## src/pnc_pkg.sv

```systemverilog
// pnc_pkg: command codes and shared types of the pn replica counter
`timescale 1ns / 1ps

package pnc_pkg;

	typedef logic [1:0] cmd_t;

	localparam cmd_t CMD_INC     = 2'd0;
	localparam cmd_t CMD_DEC     = 2'd1;
	localparam cmd_t CMD_MERGE   = 2'd2;
	localparam cmd_t CMD_COMPARE = 2'd3;

	// widths of the fixed fields
	localparam int IDX_W   = 4;
	localparam int FIELD_W = 32;

	typedef logic [IDX_W-1:0]   idx_t;
	typedef logic [FIELD_W-1:0] field_t;

endpackage

```

## src/pnc_ram.sv

```systemverilog
// pnc_ram: generic single write port ram with registered read
`timescale 1ns / 1ps

module pnc_ram #(
	parameter int WIDTH = 32,
	parameter int DEPTH = 16
) (
	input  logic                             clk,
	input  logic                             we,
	input  logic [$clog2(DEPTH > 1 ? DEPTH : 2)-1:0] waddr,
	input  logic [WIDTH-1:0]                 wdata,
	input  logic [$clog2(DEPTH > 1 ? DEPTH : 2)-1:0] raddr,
	output logic [WIDTH-1:0]                 rdata
);

	logic [WIDTH-1:0] mem [DEPTH];

	always_ff @(posedge clk) begin
		if (we) begin
			mem[waddr] <= wdata;
		end
		rdata <= mem[raddr];
	end

endmodule

```

## src/pn_replica_counter.sv

```systemverilog
// pn_replica_counter: one replica of a positive-negative counter
`timescale 1ns / 1ps
//
// Usage
//   A word is taken at a rising edge with start high and busy low. Command
//   increment or decrement adds amount to this replica's own entry (selected
//   by the replica_id register, written through cfg_wr_en / cfg_wr_data; the
//   user must write it only while idle, the block does not enforce this). Merge
//   takes the larger of local and remote counts for entry replica_index;
//   compare checks local <= remote and answers on the word with last_entry set.
//   Each word produces exactly one result word: total, compare_done and
//   compare_le, shown for one cycle with result_valid high. The receiver
//   cannot stall, so results are never held.
//   Sequence: the accepting edge launches the read of the entry pair from the
//   count rams. In the next cycle busy is high while the pair is modified;
//   the edge that ends it writes the pair back and loads the result registers
//   that drive the ports. The block takes no new word while busy is high, a
//   limit set by the read-modify-write of the rams.
//   Reset clears the running total, the compare flag, replica_id and the
//   per-entry valid bits; an entry that is not valid reads as zero, so no
//   clearing pass is needed and the block is ready right after reset.

module pn_replica_counter #(
	parameter int NREPLICAS   = 16,
	parameter int COUNT_WIDTH = 32
) (
	input  logic                 clk,
	input  logic                 arst_n,
	input  logic                 cfg_wr_en,
	input  pnc_pkg::idx_t        cfg_wr_data,
	input  logic                 start,
	output logic                 busy,
	input  pnc_pkg::cmd_t        command,
	input  pnc_pkg::field_t      amount,
	input  pnc_pkg::idx_t        replica_index,
	input  pnc_pkg::field_t      remote_positive,
	input  pnc_pkg::field_t      remote_negative,
	input  logic                 last_entry,
	output logic                 result_valid,
	output logic signed [31:0]   total,
	output logic                 compare_done,
	output logic                 compare_le
);

	import pnc_pkg::*;

	localparam int AW = $clog2(NREPLICAS > 1 ? NREPLICAS : 2);
	localparam int CW = COUNT_WIDTH;
	localparam logic [8:0] NREP_W = 9'(NREPLICAS);

	logic [IDX_W-1:0] replica_id_q;

	// stage 1: word held while the ram read completes
	logic          valid_s1;
	cmd_t          cmd_s1;
	logic [CW-1:0] amt_s1;
	logic [CW-1:0] rp_s1;
	logic [CW-1:0] rn_s1;
	logic [AW-1:0] addr_s1;
	logic          hit_s1;
	logic          last_s1;

	logic [CW-1:0] total_q;
	logic          ok_q;
	logic          done_q;
	logic          le_q;
	logic          rvalid_q;
	logic [NREPLICAS-1:0] entry_valid_q;

	logic          accept;
	idx_t          sel_idx;
	logic [7:0]    sel_wide;
	logic [AW-1:0] rd_addr;
	logic          sel_hit;
	logic [CW-1:0] pos_rd;
	logic [CW-1:0] neg_rd;
	logic [CW-1:0] pos_old;
	logic [CW-1:0] neg_old;
	logic [CW-1:0] pos_new;
	logic [CW-1:0] neg_new;
	logic [CW-1:0] total_new;
	logic          wr_en;
	logic          fail;

	assign accept = start && !busy;
	assign busy   = valid_s1;

	// own entry for local updates, remote entry for merge and compare
	assign sel_idx  = (command == CMD_INC || command == CMD_DEC) ? replica_id_q : replica_index;
	assign sel_wide = {4'b0, sel_idx};
	assign rd_addr  = sel_wide[AW-1:0];
	assign sel_hit  = {1'b0, sel_wide} < NREP_W;

	pnc_ram #(.WIDTH(CW), .DEPTH(NREPLICAS)) u_pos_ram (
		.clk   (clk),
		.we    (wr_en),
		.waddr (addr_s1),
		.wdata (pos_new),
		.raddr (rd_addr),
		.rdata (pos_rd)
	);

	pnc_ram #(.WIDTH(CW), .DEPTH(NREPLICAS)) u_neg_ram (
		.clk   (clk),
		.we    (wr_en),
		.waddr (addr_s1),
		.wdata (neg_new),
		.raddr (rd_addr),
		.rdata (neg_rd)
	);

	assign pos_old = entry_valid_q[addr_s1] ? pos_rd : '0;
	assign neg_old = entry_valid_q[addr_s1] ? neg_rd : '0;

	always_comb begin
		pos_new   = pos_old;
		neg_new   = neg_old;
		total_new = total_q;
		wr_en     = 1'b0;
		fail      = 1'b0;
		unique case (cmd_s1)
			CMD_INC: begin
				pos_new   = pos_old + amt_s1;
				total_new = total_q + amt_s1;
				wr_en     = valid_s1 && hit_s1;
			end
			CMD_DEC: begin
				neg_new   = neg_old + amt_s1;
				total_new = total_q - amt_s1;
				wr_en     = valid_s1 && hit_s1;
			end
			CMD_MERGE: begin
				pos_new   = (rp_s1 > pos_old) ? rp_s1 : pos_old;
				neg_new   = (rn_s1 > neg_old) ? rn_s1 : neg_old;
				total_new = total_q + (pos_new - pos_old) - (neg_new - neg_old);
				wr_en     = valid_s1 && hit_s1;
			end
			CMD_COMPARE: begin
				fail = hit_s1 && ((pos_old > rp_s1) || (neg_old > rn_s1));
			end
			default: begin
				wr_en = 1'b0;
			end
		endcase
		// an entry outside the replica range leaves the total alone
		if (!hit_s1) begin
			total_new = total_q;
		end
	end

	always_ff @(posedge clk or negedge arst_n) begin
		if (!arst_n) begin
			replica_id_q <= '0;
		end else if (cfg_wr_en) begin
			replica_id_q <= cfg_wr_data;
		end
	end

	always_ff @(posedge clk or negedge arst_n) begin
		if (!arst_n) begin
			valid_s1 <= 1'b0;
		end else begin
			valid_s1 <= accept;
		end
	end

	always_ff @(posedge clk) begin
		if (accept) begin
			cmd_s1  <= command;
			amt_s1  <= CW'({{CW{1'b0}}, amount});
			rp_s1   <= CW'({{CW{1'b0}}, remote_positive});
			rn_s1   <= CW'({{CW{1'b0}}, remote_negative});
			addr_s1 <= rd_addr;
			hit_s1  <= sel_hit;
			last_s1 <= last_entry;
		end
	end

	always_ff @(posedge clk or negedge arst_n) begin
		if (!arst_n) begin
			total_q       <= '0;
			ok_q          <= 1'b1;
			done_q        <= 1'b0;
			le_q          <= 1'b0;
			rvalid_q      <= 1'b0;
			entry_valid_q <= '0;
		end else begin
			rvalid_q <= valid_s1;
			done_q   <= 1'b0;
			le_q     <= 1'b0;
			if (valid_s1) begin
				total_q <= total_new;
				if (wr_en) begin
					entry_valid_q[addr_s1] <= 1'b1;
				end
				if (cmd_s1 == CMD_COMPARE) begin
					if (last_s1) begin
						done_q <= 1'b1;
						le_q   <= ok_q && !fail;
						ok_q   <= 1'b1;
					end else begin
						ok_q <= ok_q && !fail;
					end
				end
			end
		end
	end

	assign result_valid = rvalid_q;
	assign total        = 32'({{32{1'b0}}, total_q});
	assign compare_done = done_q;
	assign compare_le   = le_q;

endmodule

```

## config.mk

```make
export PLATFORM = sky130hd
export DESIGN_NAME = pn_replica_counter
export DESIGN_NICKNAME = d
export VERILOG_FILES = /design/src/pnc_pkg.sv /design/src/pnc_ram.sv /design/src/pn_replica_counter.sv
export SDC_FILE = /design/constraint.sdc
export NUM_CORES = 2
export LEC_CHECK = 0
export BUFFER_PORTS_ARGS = -buffer_cell sky130_fd_sc_hd__buf_2
export CORE_ASPECT_RATIO = 0.6
export CORE_MARGIN = 2
export CORE_UTILIZATION = 35
export CTS_CLUSTER_SIZE = 30
export DETAILED_ROUTE_END_ITERATION = 16
export GPL_TIMING_DRIVEN = 0
export HOLD_SLACK_MARGIN = 0.12
export RECOVER_POWER = 25
export SYNTH_ARGS = -nofsm -noshare
export SYNTH_HDL_FRONTEND = slang
export SYNTH_SLANG_ARGS = --single-unit
```

## constraint.sdc

```tcl
create_clock -name clk -period 18.7 [get_ports clk]
set_input_delay 2.805 -clock clk [delete_from_list [all_inputs] [get_ports clk]]
set_output_delay 2.805 -clock clk [all_outputs]
set_load 0.1 [all_outputs]
```

==> metrics.md <==
| Metric | Value |
|---|---|
| Placer Congestion | `1.04` |
| First-pass GRT wire length | `309,000 um` |
| Fmax | `72.5 MHz` |
| Sequential cell fraction of total power | `30.2%` |
| Mapped Cells | `5,235` |
| Nets | `5,977` |
| Die width | `537 um` |
| Largest area contributor in the netlist | `edfxtp_1` |
| Routed len/inst | `28.0 um` |
| First DRT Iteration DRCs | `6,249` |
| Slew @ Worst Pin | `3480 ps` |
| Most frequent cells in the layout | `nand2_1, edfxtp_1, nand3_1` |
| DRT Pass-1 Iters | `6` |
| Post-DRT Antenna Nets | `0` |
| Reg clk slew, reported paths | `70 ps` |
| Fin. max-slew vios | `570` |
| Setup skew after layout | `60.9 ps` |
| CP max stage cell | `clkbuf_1` |
| Worst Path Required | `19,320 ps` |
| Synth Area per Inst | `11.4 um2` |
| Core ar. | `0.169 mm2` |
| Worst setup EP type | `register` |
| LEAKAGE | `0.0258 uW` |
| Final setup viols | `0` |
| Residual DRC | `0` |
| PwrDens | `172 mW/mm2` |
| Max clock buf depth | `3` |
| Resized cells post-CTS | `0` |
| Arrival time worst endpoint | `14,420 ps` |
| Via density | `5.63` |
| Largest net degree at the start of global routing | `54` |
| Starting Density | `35.2%` |
| Maxcap violations | `30` |
| CP Class | `register to register` |
| Cts bufs inserted | `113` |
| Comb pwr share | `48.9%` |
| Synthesized cell area | `0.0596 mm2` |
| Vias in the first global route | `39,700` |
| Commonest non-fill, non-tap cell in the layout | `nand2_1` |
| Register area share after synthesis | `61.4%` |
| Syn Nets | `5,632` |
| Failing checks | `max-capacitance violations, max-slew violations` |
| Post-CTS setup buffers | `0` |
| Final Hold Vio Count | `0` |
| Post-synth EDFFs | `1,127` |
| Switching Power | `5040 uW` |
| Chip height | `324 um` |
| Tot GR Track Use | `25.2%` |
| Crit path time final | `13,800 ps` |
| H-tree level count | `3` |
| Tcrit/Tclk final | `73.8%` |
| Clock sinks | `1,248` |
| Synth unique cells | `81` |
| Max incr delay on CP | `980 ps` |
| Async SR Flop Fraction | `4.57%` |
| Sw Ratio | `43.2%` |
| Yosys warns | `0` |
| Row count | `117` |
| CTS root buf | `clkbuf_16` |
| Hold Crit Class | `register to register` |
| Setup TNS | `0 ps` |
| DP HPWL | `175,000 um` |
| Clk_lat worst skew | `770 ps` |
| Overall Power | `11,700 uW` |
| Buffers added on ports | `146` |
| Layout cell share with drive strength beyond 1 | `7.87%` |
| Syn-to-layout area delta | `14.1%` |
| Clock power frac | `20.9%` |
| Relative slew slack | `-132%` |
| Total grt overflow | `0` |
| Unrepaired setup endpoints after global routing | `false` |
| #FFs+latches synth | `1,248` |
| Max rail drop VDD | `0.213 mV` |
| Synth Flop Type | `edfxtp_1` |
| Status | `finished with violations` |
| Post-synth top area share | `56.8%` |
| Startpoint Class | `register` |
| Internal | `6630 uW` |
| CP Max Fanout | `10` |
| Hold buffers post-CTS | `0` |
| Num ports | `147` |
| Die Area | `0.174 mm2` |
| TritonCTS clock tree | `yes` |
| Initial antenna violation count | `13` |
| Most area-consuming cells after synthesis | `edfxtp_1, nand2_1, nand3_1, ha_1, fa_1` |
| Via total after detailed routing | `44,800` |
| WL final | `223,000 um` |
Yosys cell counts, drive strengths merged (6+ instances only):
| library cell | n |
|---|---|
| o21a | 32 |
| clkbuf | 266 |
| a22oi | 8 |
| o31ai | 11 |
| a41oi | 6 |
| or3 | 7 |
| dfrtp | 56 |
| buf | 19 |
| nand2b | 24 |
| and3 | 81 |
| a211oi | 7 |
| or2 | 18 |
| nor2b | 20 |
| o211ai | 13 |
| and2 | 30 |
| xnor2 | 100 |
| ha | 193 |
| a21oi | 188 |
| a21o | 89 |
| nand3 | 543 |
| xor2 | 42 |
| a31oi | 95 |
| a221o | 7 |
| edfxtp | 1127 |
| nand4 | 21 |
| fa | 93 |
| inv | 265 |
| o21bai | 14 |
| mux2i | 31 |
| nand2 | 1183 |
| nor3 | 46 |
| o21ai | 120 |
| dfxtp | 64 |
| nor2 | 173 |
| o221ai | 30 |
| a311oi | 131 |
worst max-delay path, delay by kind of cell (launching register included):
| kind | cells | cell delay [ps] |
|---|---|---|
| buf+inv | 9 | 3970 |
| flops | 1 | 420 |
| fa+ha+maj | 5 | 2110 |
| compound gates | 13 | 5160 |
| mux | 2 | 790 |
| simple gates | 7 | 950 |
| xor+xnor | 1 | 180 |
sequential cells by signal, indices dropped and copies added (netlist names), 16 cells and up:
name / count
amt_s1: 32
total: 32
entry_valid_q: 16
rp_s1: 32
u_pos_ram.mem: 512
u_neg_ram.rdata: 32
rn_s1: 32
u_pos_ram.rdata: 32
u_neg_ram.mem: 512
worst paths after layout:
path,startpoint,end,slack (ps),cells past startpoint
worst max-delay path,addr_s1[0],total[31],4900,37
worst min-delay path,entry_valid_q[2],entry_valid_q[2],470,1
worst max register to register,addr_s1[0],total[31],4900,37
worst min register to register,entry_valid_q[2],entry_valid_q[2],470,1
max in group asynchronous,arst_n,total[24],12850,2
min in group asynchronous,arst_n,replica_id_q[3],2070,1
routing by layer:
| metal | routed length (um) | vias up | GRT usage (%) |
|---|---|---|---|
| met3 | 34800 | 215 | 11.0 |
| li1 | - | 19600 | - |
| met2 | 77700 | 2620 | 29.5 |
| met5 | 325 | - | 0 |
| met1 | 107000 | 22300 | 41.0 |
| met4 | 3390 | 6 | 4.34 |
through the flow:
stage                     instance area [um2]  cells  util, %  hold WS, ps  worst slack, ps
after global placement                  63100   7642     37.3          450             5810
after floorplan                         59600   5235        -          434            10370
after detailed placement                64400   7716     38.0          450             5730
final                                   68000   7949     40.1          466             4900
after CTS                               68200   7930     40.3          466             5630
after global routing                    67900   7941     40.1          477             4740
final cells by class:
cell class | instances | area [um2]
fillers | 16200 | 101000
flip-flops and latches | 1248 | 36600
multi-input cells | 3434 | 21000
clock buffers | 139 | 3020
well taps | 2261 | 2830
repair buffers | 230 | 1600
plain buffers | 285 | 1110
inverters | 268 | 1010
clock inverters | 75 | 817
diodes | 9 | 22.5
cell families after synthesis:
logic type	Yosys count	share of synthesized area (%)
AOI/OAI and AO/OA	799	9.16
xor gates and xnor gates	142	2.09
adders and majority gates	287	7.20
buffers and inverters	553	3.54
DFF	1248	61.4
muxes	40	0.786
and+or+nand+nor	2166	15.9
power groups by stage:
stage,clock [uW],combinational [uW],sequential [uW]
4_1_cts,2470,5510,3520
2_1_floorplan,0,3570,3750
5_1_grt,2560,6190,3530
3_3_place_gp,0,5410,3590
3_5_place_dp,0,5470,3580
6_report,2440,5700,3520
(Power assumes the default switching activity.)
